`src/rtl/jac_pkg.sv`:
```
// ----------------------------------------------------------------------------
// jac_pkg
// widths, constants, types and helpers of the joystick axis calibration block
// ----------------------------------------------------------------------------
package jac_pkg;

    localparam int SAMPLE_W    = 12;
    localparam int REG_W       = 12;
    localparam int AXIS_W      = 16;
    localparam int LEVEL_W     = 2;
    localparam int S_TDATA_W   = 16;
    localparam int M_TDATA_W   = 24;
    localparam int M_PAD_W     = M_TDATA_W - AXIS_W - LEVEL_W;
    localparam int CFG_IDX_W   = 3;

    // output scale
    localparam int OUT_MIN     = -32767;
    localparam int OUT_CENTER  = 0;
    localparam int OUT_MAX     = 32767;
    localparam int FIELD_LIMIT = 32767;
    localparam int BOUND_LO    = (OUT_MIN > -FIELD_LIMIT) ? OUT_MIN : -FIELD_LIMIT;
    localparam int BOUND_HI    = (OUT_MAX < FIELD_LIMIT) ? OUT_MAX : FIELD_LIMIT;
    localparam int SPAN_LO     = OUT_CENTER - OUT_MIN;
    localparam int SPAN_HI     = OUT_MAX - OUT_CENTER;

    // datapath widths
    localparam int DIFF_W      = REG_W + 1;
    localparam int SPAN_W      = 17;
    localparam int PROD_W      = DIFF_W + SPAN_W;
    localparam int NUM_W       = 28;
    localparam int VAL_W       = 32;
    localparam int CNT_W       = $clog2(NUM_W);

    localparam logic [SAMPLE_W-1:0] PREV_RST = SAMPLE_W'(1);

    localparam logic signed [LEVEL_W-1:0] LVL_ZERO = 2'sb00;
    localparam logic signed [LEVEL_W-1:0] LVL_POS  = 2'sb01;
    localparam logic signed [LEVEL_W-1:0] LVL_NEG  = 2'sb11;

    typedef enum logic [CFG_IDX_W-1:0] {
        CFG_CAL_MIN     = 3'd0,
        CFG_CAL_MAX     = 3'd1,
        CFG_CAL_CENTER  = 3'd2,
        CFG_DIG_LOWER   = 3'd3,
        CFG_DIG_UPPER   = 3'd4,
        CFG_OUTPUT_MODE = 3'd5
    } cfg_idx_t;

    typedef enum logic [1:0] {
        ST_IDLE,
        ST_PREP,
        ST_DIV,
        ST_DONE
    } state_t;

    typedef struct packed {
        logic [REG_W-1:0] cal_min;
        logic [REG_W-1:0] cal_max;
        logic [REG_W-1:0] cal_center;
        logic [REG_W-1:0] dig_lower;
        logic [REG_W-1:0] dig_upper;
        logic             output_mode;
    } cfg_t;

    localparam cfg_t CFG_RST = '{
        cal_min:     12'd0,
        cal_max:     12'd4095,
        cal_center:  12'd2048,
        dig_lower:   12'd1024,
        dig_upper:   12'd3072,
        output_mode: 1'b0
    };

    typedef struct packed {
        logic             start;
        logic [NUM_W-1:0] num;
        logic [REG_W-1:0] den;
    } div_req_t;

    typedef struct packed {
        logic             done;
        logic [NUM_W-1:0] quotient;
    } div_rsp_t;

    // clamp to the output range and to the field range
    function automatic logic signed [AXIS_W-1:0] sat_axis(input logic signed [VAL_W-1:0] v);
        logic signed [VAL_W-1:0] r;
        r = v;
        if (v < signed'(VAL_W'(BOUND_LO)))
        begin
            r = signed'(VAL_W'(BOUND_LO));
        end
        if (v > signed'(VAL_W'(BOUND_HI)))
        begin
            r = signed'(VAL_W'(BOUND_HI));
        end
        return r[AXIS_W-1:0];
    endfunction

endpackage

```
`src/rtl/jac_cfg.sv`:
```
// ----------------------------------------------------------------------------
// jac_cfg
// configuration register file, one register written per request
// ----------------------------------------------------------------------------
module jac_cfg
    import jac_pkg::*;
(
    input  logic                 clk,
    input  logic                 rst_n,
    input  logic                 cfg_valid,
    output logic                 cfg_ready,
    input  logic [CFG_IDX_W-1:0] cfg_index,
    input  logic [REG_W-1:0]     cfg_data,
    output cfg_t                 cfg
);

    cfg_t cfg_reg;
    cfg_t cfg_next;

    assign cfg_ready = 1'b1;
    assign cfg       = cfg_reg;

    always_comb
    begin
        cfg_next = cfg_reg;
        if (cfg_valid && cfg_ready)
        begin
            unique case (cfg_idx_t'(cfg_index))
                CFG_CAL_MIN:     cfg_next.cal_min     = cfg_data;
                CFG_CAL_MAX:     cfg_next.cal_max     = cfg_data;
                CFG_CAL_CENTER:  cfg_next.cal_center  = cfg_data;
                CFG_DIG_LOWER:   cfg_next.dig_lower   = cfg_data;
                CFG_DIG_UPPER:   cfg_next.dig_upper   = cfg_data;
                CFG_OUTPUT_MODE: cfg_next.output_mode = cfg_data[0];
                default:         cfg_next             = cfg_reg;
            endcase
        end
    end

    always_ff @(posedge clk or negedge rst_n)
    begin
        if (!rst_n)
        begin
            cfg_reg <= CFG_RST;
        end
        else
        begin
            cfg_reg <= cfg_next;
        end
    end

endmodule

```
`src/rtl/jac_sdiv.sv`:
```
// ----------------------------------------------------------------------------
// jac_sdiv
// bit-serial restoring divider, one quotient bit per cycle
// ----------------------------------------------------------------------------
module jac_sdiv
    import jac_pkg::*;
(
    input  logic     clk,
    input  logic     rst_n,
    input  div_req_t req,
    output div_rsp_t rsp
);

    logic             busy_reg;
    logic             busy_next;
    logic             done_reg;
    logic             done_next;
    logic [CNT_W-1:0] cnt_reg;
    logic [CNT_W-1:0] cnt_next;
    logic [NUM_W-1:0] quo_reg;
    logic [NUM_W-1:0] quo_next;
    logic [REG_W-1:0] rem_reg;
    logic [REG_W-1:0] rem_next;
    logic [REG_W-1:0] den_reg;
    logic [REG_W-1:0] den_next;
    logic [REG_W:0]   shifted;
    logic [REG_W:0]   trial;
    logic             fits;

    assign rsp.done     = done_reg;
    assign rsp.quotient = quo_reg;

    always_comb
    begin
        // dividend bits leave the top of quo_reg as quotient bits enter below
        shifted   = {rem_reg, quo_reg[NUM_W-1]};
        trial     = shifted - {1'b0, den_reg};
        fits      = shifted >= {1'b0, den_reg};
        busy_next = busy_reg;
        done_next = 1'b0;
        cnt_next  = cnt_reg;
        quo_next  = quo_reg;
        rem_next  = rem_reg;
        den_next  = den_reg;
        if (req.start)
        begin
            busy_next = 1'b1;
            cnt_next  = '0;
            quo_next  = req.num;
            rem_next  = '0;
            den_next  = req.den;
        end
        else if (busy_reg)
        begin
            quo_next = {quo_reg[NUM_W-2:0], fits};
            rem_next = fits ? trial[REG_W-1:0] : shifted[REG_W-1:0];
            cnt_next = cnt_reg + CNT_W'(1);
            if (cnt_reg == CNT_W'(NUM_W - 1))
            begin
                busy_next = 1'b0;
                done_next = 1'b1;
            end
        end
    end

    always_ff @(posedge clk or negedge rst_n)
    begin
        if (!rst_n)
        begin
            busy_reg <= 1'b0;
            done_reg <= 1'b0;
            cnt_reg  <= '0;
        end
        else
        begin
            busy_reg <= busy_next;
            done_reg <= done_next;
            cnt_reg  <= cnt_next;
        end
    end

    always_ff @(posedge clk)
    begin
        quo_reg <= quo_next;
        rem_reg <= rem_next;
        den_reg <= den_next;
    end

endmodule

```
`src/rtl/joystick_axis_calibrate_core.sv`:
```
// ----------------------------------------------------------------------------
// joystick_axis_calibrate_core
// calibrated axis value and three-level state from one raw axis sample
// ----------------------------------------------------------------------------
// s_tvalid/s_tready/s_tdata carry one raw sample per request; m_* return one
// result per sample: changed flag in m_tuser, axis value and digital state
// in m_tdata. cfg_valid/cfg_ready/cfg_index/cfg_data write one calibration
// register per request; write only while no sample is in flight.
// One sample is worked on at a time. In linear mode with a nonzero segment
// the sample goes through the 28-step serial divider, which produces one
// quotient bit per cycle. Digital mode, a sample at the center and a
// zero-width segment skip the divider.
// The result sits in an output register, so a new sample is accepted while
// the receiver stalls; a finished result then waits until the register is
// free. Reset loads the calibration defaults, sets the previous sample to
// one and empties the output register.
// ----------------------------------------------------------------------------
module joystick_axis_calibrate_core
    import jac_pkg::*;
(
    input  logic                 clk,
    input  logic                 rst_n,
    input  logic                 s_tvalid,
    output logic                 s_tready,
    input  logic [S_TDATA_W-1:0] s_tdata,   // [11:0] raw_sample
    output logic                 m_tvalid,
    input  logic                 m_tready,
    output logic [M_TDATA_W-1:0] m_tdata,   // [15:0] axis_value, [17:16] digital_state
    output logic                 m_tuser,   // [0] changed
    input  logic                 cfg_valid,
    output logic                 cfg_ready,
    input  logic [CFG_IDX_W-1:0] cfg_index,
    input  logic [REG_W-1:0]     cfg_data
);

    cfg_t     cfg;
    div_req_t div_req;
    div_rsp_t div_rsp;

    state_t                      state_reg;
    state_t                      state_next;
    logic [SAMPLE_W-1:0]         prev_reg;
    logic [SAMPLE_W-1:0]         prev_next;
    logic                        m_tvalid_reg;
    logic                        m_tvalid_next;

    logic [SAMPLE_W-1:0]         samp_reg;
    logic [SAMPLE_W-1:0]         samp_next;
    logic                        changed_reg;
    logic                        changed_next;
    logic signed [LEVEL_W-1:0]   level_reg;
    logic signed [LEVEL_W-1:0]   level_next;
    logic                        neg_reg;
    logic                        neg_next;
    logic                        first_reg;
    logic                        first_next;
    logic signed [AXIS_W-1:0]    axis_reg;
    logic signed [AXIS_W-1:0]    axis_next;
    logic                        m_changed_reg;
    logic                        m_changed_next;
    logic signed [AXIS_W-1:0]    m_axis_reg;
    logic signed [AXIS_W-1:0]    m_axis_next;
    logic signed [LEVEL_W-1:0]   m_level_reg;
    logic signed [LEVEL_W-1:0]   m_level_next;

    logic                        accept;
    logic                        out_free;
    logic                        inv;
    logic                        at_center;
    logic                        first_seg;
    logic [REG_W-1:0]            in_lo;
    logic [REG_W-1:0]            in_hi;
    logic signed [DIFF_W-1:0]    diff;
    logic signed [DIFF_W-1:0]    span_den;
    logic signed [PROD_W-1:0]    span;
    logic signed [PROD_W-1:0]    prod;
    logic [NUM_W-1:0]            num_mag;
    logic [REG_W-1:0]            den_mag;
    logic signed [LEVEL_W-1:0]   level_now;
    logic signed [VAL_W-1:0]     dig_val;
    logic signed [VAL_W-1:0]     quo_val;
    logic signed [VAL_W-1:0]     seg_val;

    function automatic logic signed [LEVEL_W-1:0] dig_level(
        input logic [SAMPLE_W-1:0] s,
        input logic [REG_W-1:0]    lo,
        input logic [REG_W-1:0]    up
    );
        logic flip;
        logic signed [LEVEL_W-1:0] r;
        flip = lo > up;
        r    = LVL_ZERO;
        if ((s > lo && s < up) || (s > up && s < lo))
        begin
            r = LVL_ZERO;
        end
        else if (s > up)
        begin
            r = flip ? LVL_NEG : LVL_POS;
        end
        else if (s < lo)
        begin
            r = flip ? LVL_POS : LVL_NEG;
        end
        return r;
    endfunction

    jac_cfg u_cfg (
        .clk       (clk),
        .rst_n     (rst_n),
        .cfg_valid (cfg_valid),
        .cfg_ready (cfg_ready),
        .cfg_index (cfg_index),
        .cfg_data  (cfg_data),
        .cfg       (cfg)
    );

    jac_sdiv u_sdiv (
        .clk   (clk),
        .rst_n (rst_n),
        .req   (div_req),
        .rsp   (div_rsp)
    );

    assign s_tready = (state_reg == ST_IDLE);
    assign accept   = s_tvalid && s_tready;
    assign out_free = !m_tvalid_reg || m_tready;
    assign m_tvalid = m_tvalid_reg;
    assign m_tuser  = m_changed_reg;
    assign m_tdata  = {{M_PAD_W{1'b0}}, m_level_reg, m_axis_reg};

    // segment setup from the held sample
    always_comb
    begin
        inv       = cfg.cal_min > cfg.cal_max;
        at_center = samp_reg == cfg.cal_center;
        first_seg = (samp_reg < cfg.cal_center && !inv) ||
                    (samp_reg > cfg.cal_center && inv);
        in_lo     = first_seg ? cfg.cal_min : cfg.cal_center;
        in_hi     = first_seg ? cfg.cal_center : cfg.cal_max;
        diff      = signed'({1'b0, samp_reg}) - signed'({1'b0, in_lo});
        span_den  = signed'({1'b0, in_hi}) - signed'({1'b0, in_lo});
        span      = first_seg ? signed'(PROD_W'(SPAN_LO)) : signed'(PROD_W'(SPAN_HI));
        prod      = PROD_W'(diff) * span;
        num_mag   = prod[PROD_W-1] ? NUM_W'(-prod) : NUM_W'(prod);
        den_mag   = span_den[DIFF_W-1] ? REG_W'(-span_den) : REG_W'(span_den);
        level_now = dig_level(samp_reg, cfg.dig_lower, cfg.dig_upper);
        if (level_now == LVL_POS)
        begin
            dig_val = signed'(VAL_W'(OUT_MAX));
        end
        else if (level_now == LVL_NEG)
        begin
            dig_val = signed'(VAL_W'(-OUT_MAX));
        end
        else
        begin
            dig_val = '0;
        end
        quo_val = neg_reg ? -signed'(VAL_W'(div_rsp.quotient))
                          : signed'(VAL_W'(div_rsp.quotient));
        seg_val = quo_val + (first_reg ? signed'(VAL_W'(OUT_MIN))
                                       : signed'(VAL_W'(OUT_CENTER)));
    end

    always_comb
    begin
        state_next     = state_reg;
        prev_next      = prev_reg;
        m_tvalid_next  = m_tvalid_reg;
        samp_next      = samp_reg;
        changed_next   = changed_reg;
        level_next     = level_reg;
        neg_next       = neg_reg;
        first_next     = first_reg;
        axis_next      = axis_reg;
        m_changed_next = m_changed_reg;
        m_axis_next    = m_axis_reg;
        m_level_next   = m_level_reg;
        div_req.start  = 1'b0;
        div_req.num    = num_mag;
        div_req.den    = den_mag;

        if (m_tvalid_reg && m_tready)
        begin
            m_tvalid_next = 1'b0;
        end

        unique case (state_reg)
            ST_IDLE:
            begin
                if (accept)
                begin
                    samp_next    = s_tdata[SAMPLE_W-1:0];
                    changed_next = s_tdata[SAMPLE_W-1:0] != prev_reg;
                    prev_next    = s_tdata[SAMPLE_W-1:0];
                    state_next   = ST_PREP;
                end
            end
            ST_PREP:
            begin
                level_next = level_now;
                neg_next   = prod[PROD_W-1] ^ span_den[DIFF_W-1];
                first_next = first_seg;
                if (cfg.output_mode)
                begin
                    axis_next  = sat_axis(dig_val);
                    state_next = ST_DONE;
                end
                else if (at_center || span_den == '0)
                begin
                    axis_next  = sat_axis(signed'(VAL_W'(OUT_CENTER)));
                    state_next = ST_DONE;
                end
                else
                begin
                    div_req.start = 1'b1;
                    state_next    = ST_DIV;
                end
            end
            ST_DIV:
            begin
                if (div_rsp.done)
                begin
                    axis_next  = sat_axis(seg_val);
                    state_next = ST_DONE;
                end
            end
            ST_DONE:
            begin
                if (out_free)
                begin
                    m_tvalid_next  = 1'b1;
                    m_changed_next = changed_reg;
                    m_axis_next    = axis_reg;
                    m_level_next   = level_reg;
                    state_next     = ST_IDLE;
                end
            end
            default:
            begin
                state_next = ST_IDLE;
            end
        endcase
    end

    always_ff @(posedge clk or negedge rst_n)
    begin
        if (!rst_n)
        begin
            state_reg    <= ST_IDLE;
            prev_reg     <= PREV_RST;
            m_tvalid_reg <= 1'b0;
        end
        else
        begin
            state_reg    <= state_next;
            prev_reg     <= prev_next;
            m_tvalid_reg <= m_tvalid_next;
        end
    end

    always_ff @(posedge clk)
    begin
        samp_reg      <= samp_next;
        changed_reg   <= changed_next;
        level_reg     <= level_next;
        neg_reg       <= neg_next;
        first_reg     <= first_next;
        axis_reg      <= axis_next;
        m_changed_reg <= m_changed_next;
        m_axis_reg    <= m_axis_next;
        m_level_reg   <= m_level_next;
    end

endmodule

```
`config.mk`:
```
export PLATFORM = sky130hd
export DESIGN_NAME = joystick_axis_calibrate_core
export DESIGN_NICKNAME = d
export VERILOG_FILES = /design/src/rtl/jac_pkg.sv /design/src/rtl/jac_cfg.sv /design/src/rtl/jac_sdiv.sv /design/src/rtl/joystick_axis_calibrate_core.sv
export SDC_FILE = /design/constraint.sdc
export NUM_CORES = 1
export LEC_CHECK = 0
export BUFFER_PORTS_ARGS = -buffer_cell sky130_fd_sc_hd__buf_2
export CORE_AREA = 2 2 240 242
export CTS_BUF_LIST = sky130_fd_sc_hd__clkbuf_8
export DETAILED_ROUTE_END_ITERATION = 10
export DIE_AREA = 0 0 242 244
export PLACE_DENSITY_LB_ADDON = 0.12
export SLEW_MARGIN = 30
export SYNTH_ARGS = -nofsm -noshare
export SYNTH_HDL_FRONTEND = slang
export SYNTH_SLANG_ARGS = --single-unit
```
`constraint.sdc`:
```
create_clock -name clk -period 10.3 [get_ports clk]
set_input_delay 1.03 -clock clk [delete_from_list [all_inputs] [get_ports clk]]
set_output_delay 1.03 -clock clk [all_outputs]
set_load 0.1 [all_outputs]
```
# [Yosys cells after proc, flatten, opt, wreduce, memory -nomap -nowiden]
# Cells that the tools add are included.
[totals] reg_bits=187 in_bits=36 output_inout_bits=28 elab_cells=135
[classes] add_sub_neg=8 n_mul=1 n_lt_le_gt_ge=13 eq_ne=17 muxes=44 n_bitwise=1 n_reduce_logical=27
[op_table] cell="$mux 32" n=4
[op_table] cell="$mux 16" n=7
[op_table] cell="$mux 28" n=3
[op_table] cell="$gt 32x16->1 const B" n=2
[op_table] cell="$lt 32x16->1 const B" n=2
[op_table] cell="$gt 12x12->1" n=5
[op_table] cell="$mux 12" n=4
[op_table] cell="$lt 12x12->1" n=3
[op_table] cell="$add 32x32->32" n=1
[op_table] cell="$neg 28->32" n=1
[op_table] cell="$pmux 16 s2" n=1
[op_table] cell="$mul 13x16->29 const B" n=1
[op_table] cell="$neg 28->28" n=1
[op_table] cell="$sub 12x12->13" n=2
[op_table] cell="$mux 2" n=8
[op_table] cell="$reduce_and 2->1" n=8
[op_table] cell="$mux 1" n=14
[op_table] cell="$ge 13x12->1" n=1
[op_table] cell="$logic_not 13->1" n=1
[op_table] cell="$eq 12x12->1" n=1
[op_table] cell="$ne 12x12->1" n=1
[op_table] cell="$neg 12->12" n=1
[op_table] cell="$sub 12x12->12" n=1
[op_table] cell="$mux 5" n=2
[op_table] cell="other kinds (19)" n=36

# [Logic depth before layout (Yosys ltp)]
[depth] word_depth=13 depth_mapped=48 ltp_nobuf=45

# [Modules after synthesis]
# Synthesis repeated with hierarchy kept, for this count alone.
[hier_totals] hier_cells=1843 area_unflattened_um2=17692.0
[by_module_without_submodules] module="joystick_axis_calibrate_core" n_inst=1 cells_per_inst=1456 area_per_inst_um2=12338.1 seq_area_each_um2=1938.1
[by_module_without_submodules] module="jac_sdiv" n_inst=1 cells_per_inst=252 area_per_inst_um2=2984.1 seq_area_each_um2=1616.6
[by_module_without_submodules] module="jac_cfg" n_inst=1 cells_per_inst=135 area_per_inst_um2=2369.8 seq_area_each_um2=1546.5

# [Worst setup path before layout]
# No wires, ideal clock.
[synth_timing] kind="reg2reg" from="register u_cfg.cfg_reg, in the netlist u_cfg.cfg[26]" to="register u_sdiv.quo_reg[16] (data pin)" setup_ns=0.262 arrival_ns=10.143 slack_ns=-0.105 path_stages_with_launch=42 path_buffers=5 cell_sequence="dfrtp_1 > clkbuf_1 > inv_1 > ha_1 > and4b_1 > a211oi_1 > o32a_2 > nand2_2 > mux2i_4 > inv_4 > clkbuf_1 > buf_1 > a21oi_1 > ha_1 > inv_1 > a2111oi_0 > o31ai_1 > o21bai_1 > [... 6 more ...] > inv_1 > fa_1 > fa_1 > fa_1 > ha_1 > ha_1 > clkbuf_1 > and2_1 > and3_1 > a32oi_1 > nand3b_1 > a31o_2 > a21oi_1 > xor2_1 > clkbuf_1 > o21ai_0 > xnor2_1 > mux2_1"
[synth_between] elab_chain_cells=11
[synth_lines] element="start: declaration" line_no="jac_cfg.sv:17" rtl="cfg_t cfg_reg;"
[synth_lines] element="start signal: assignment" line_no="jac_cfg.sv:48" rtl="cfg_reg <= cfg_next;"
[synth_lines] element="$lt 12x12->1 / $gt 12x12->1 (equally long branches)" line_no="joystick_axis_calibrate_core.sv:137, joystick_axis_calibrate_core.sv:138"
[synth_lines] element="$logic_and 1x1->1 (on tied branches)" line_no="joystick_axis_calibrate_core.sv:137, joystick_axis_calibrate_core.sv:138"
[synth_lines] element="$logic_or 1x1->1 *" line_no="joystick_axis_calibrate_core.sv:137" rtl="first_seg = (samp_reg < cfg.cal_center && !inv) ||"
[synth_lines] element="named net first_seg" line_no="joystick_axis_calibrate_core.sv:70" rtl="logic first_seg;"
[synth_lines] element="branches (longest 7 deep; another with $mul 13x16->29)"
[synth_lines] element="$mux 28 *" line_no="jac_sdiv.sv:45" rtl="if (req.start)"
[synth_lines] element="named net u_sdiv.quo_next[16]" line_no="jac_sdiv.sv:21" rtl="logic [NUM_W-1:0] quo_next;"
[synth_lines] element="end signal: assignment" line_no="jac_sdiv.sv:84" rtl="quo_reg <= quo_next;"
[synth_lines] element="end: declaration" line_no="jac_sdiv.sv:20" rtl="logic [NUM_W-1:0] quo_reg;"
# Mark *: on every way through the listed nets, which the timed path passes.
# A chain may end at the register's enable or synchronous reset.

# [Worst setup path after layout]
[layout_timing] from="register u_cfg.cfg_reg, in the netlist u_cfg.cfg[40]" to="register u_sdiv.quo_reg[7] (data pin)"
[layout_between] elab_chain_cells=12
[layout_lines] element="branches (longest 11 deep; another with $mul 13x16->29)"
[layout_lines] element="$mux 28 *" line_no="jac_sdiv.sv:45"
[layout_lines] element="named net u_sdiv.quo_next[7]" line_no="jac_sdiv.sv:21"
# Marked as above.

==> summary.txt <==
Logic synthesis
  • Synth Area in Simple Gates: 0.139
  • Compound-gate portion of the synthesized area: 0.177
  • Largest family of logic cells by synthesized area: adder cells
  • Main synth FF type: edfxtp_1
  • XOR/XNOR Fraction of Synth Area: 0.0785
  • Sequential fraction of the synthesis area: 0.286
  • Cells after Synth: 1927
  • Synth Area in Adders: 0.211
  • Post-synth EDFFs: 92
  • Post-synthesis async set-or-reset flop share: 0.444
  • Post-synthesis mux area share: 0.0504
  • Synth Cell Area: 17800 um^2
  • Total of warnings raised by yosys: 0
  • Yosys reg bits: 187
  • Mean area per synthesized cell: 9.26 um^2
  • Synth unique cells: 106

Routing
  • Initial drt markers: 582
  • Met3 Routed Length: 1380 um
  • Total Wirelength: 45400 um
  • Post-DR vias/cell: 4.92
  • Met2 wire len: 21200 um
  • M1 WL: 21600 um
  • 1st-pass router iterations: 5
  • Top sig layer: met4
  • DRC violations left: 0
  • Wire length per cell: 15.9 um
  • Vias: 14051
  • Post-route ant nets: 0

Finish
  • Post-route insts no fill: 2857
  • Layout fillers: 5870
  • Most frequent cells in the layout: ha_1 (223), inv_1 (199), buf_4 (138), nand2_1 (127)
  • Commonest non-fill, non-tap cell in the layout: ha_1
  • Share of cells above drive strength 1: 0.182
  • Area Overhead vs Synth: 15.2%
  • Max reg flops: 61
  • Nets: 2395
  • Final core occ: 0.366

Floorplanning
  • Initial core utilization: 0.318
  • Die area: 59000 um^2
  • Die X: 242 um
  • Rows: 87
  • Core footprint: 56200 um^2
  • Die Y: 244 um
  • # IOs: 64

Timing
  • Fin crit period: 9830 ps
  • Period utilization: 0.955
  • Fmax achieved: 102 MHz
  • Fin. Hold Viols: 0
  • Clock Skew: 20.9 ps
  • Setup ws final: 467 ps
  • Least-Margin Pin Slew: 1030 ps
  • Slew Limit Fails: 0
  • Setup Viol. Count Final: 0
  • Slew HR: 0.310
  • WHS: 296 ps

Place
  • GPL Wtd Cong: 0.837
  • IO Port Bufs: 52
  • HPWL Detailed: 37300 um
  • Placed insts: 2814
  • DP Worst Slack: -132 ps

Critical path
  • Crit path launch type: register
  • R2R Setup Slk: 470 ps
  • Required @ worst endpoint: 10600 ps
  • CP arrival: 10140 ps
  • Worst Setup End Kind: register
  • Slowest stage delay, CP: 580 ps
  • Critical path peak fanout: 6
  • Slowest CP cell: fa_1
  • Kind of critical path: register to register

Worst hold path
  • HP Class: input port to asynchronous set/reset pin

Global route
  • Initial antenna violation count: 2
  • Number of global-route vias before repair: 14042
  • Total grt overflow: 0
  • Largest net degree at the start of global routing: 75
  • Total GRT Usage: 0.157
  • First-pass GRT wire length: 74200 um

Clock tree
  • Clock network latency to the later pin of the worst-skew pair: 560 ps
  • Clock sink total: 187
  • Reg clk slew, reported paths: 110 ps
  • Clk root buf: clkbuf_8
  • Num CTS Buffers: 17
  • Max clock buf depth: 2
  • CTS tree: done
  • CTS HTree Levels: 4

Run
  • Max-Cap Viols: 0

Run status
  • Outcome: finished clean
-- timing repair --
action                     4_1_cts  5_1_grt
hold buffers                     0        0
buffers inserted                 0        9
gates cloned                     0        1
resized for setup               11       52
setup endpoints to repair       23       28
pin swaps                        2       30
-- cells in the mapped netlist (39+ instances only) --
cell type,n,share of area
fa_1,47,0.053
edfxtp_1,92,0.15
nor2_1,110,0.023
nand2_1,127,0.027
dfrtp_1,66,0.093
xnor2_1,107,0.053
ha_1,225,0.16
a21o_1,43,0.018
inv_1,198,0.042
o21ai_0,122,0.034
nor3_1,39,0.011
xor2_1,51,0.025
mux2_2,43,0.027
a21oi_1,126,0.035
-- cells by family (layout without fill, tap and decap cells) --
family | Yosys count | count (layout)
DFF | 187 | 187
adders and majority gates | 273 | 273
AOI/OAI and AO/OA | 481 | 481
muxes | 81 | 81
other | 2 | 8
buffers and inverters | 257 | 425
xor gates and xnor gates | 159 | 159
and+or+nand+nor | 487 | 487
-- through the flow --
stage | TNS [ps] | instance area (um^2)
4_1_cts | 0 | 20300
3_3_place_gp | -1070 | 19800
5_1_grt | -60.6 | 20500
6_report | 0 | 20500
2_1_floorplan | 0 | 17900
3_5_place_dp | -1280 | 19800
-- layout make-up --
cell class	instances	area [um^2]	area share
Inverter	199	749	0.0365
Clock buffer	17	234	0.0114
Multi-Input combinational cell	1488	12000	0.584
Tap cell	756	946	0.0460
Clock inverter	15	133	0.00645
Sequential cell	187	5100	0.248
Antenna cell	1	2.50	0.000122
Timing Repair Buffer	194	1370	0.0669
-- critical path, delay by kind of cell, from the launching register on --
family                     cells  cell delay, ps
AOI/OAI and AO/OA             14            3110
xor gates and xnor gates       4             650
adders and majority gates      8            3030
buffers and inverters          8             890
DFF                            1             540
muxes                          3             800
and+or+nand+nor                5             550
-- worst paths after layout --
| kind | endpoint | depth (start not counted) | from |
|---|---|---|---|
| worst max-delay path | u_sdiv.quo_reg[7] | 42 | u_cfg.cfg[40] |
| worst min-delay path | prev_reg[3] | 1 | rst_n |
| worst max register to register | u_sdiv.quo_reg[7] | 42 | u_cfg.cfg[40] |
| worst min register to register | m_axis_reg[4] | 0 | axis_reg[4] |
| max in group asynchronous | u_cfg.cfg[26] | 2 | rst_n |
| min in group clk | m_axis_reg[4] | 0 | axis_reg[4] |
-- metal layers --
layer  vias to the layer above  track usage
met5                         -            0
met4                         0       0.0646
met3                        47       0.0172
met2                       189        0.264
met1                      6598        0.206
li1                       7217            -
Power is left out: the tool's default activity adds up to more than one toggle a clock period on the data nets, which glitch-free logic cannot reach.
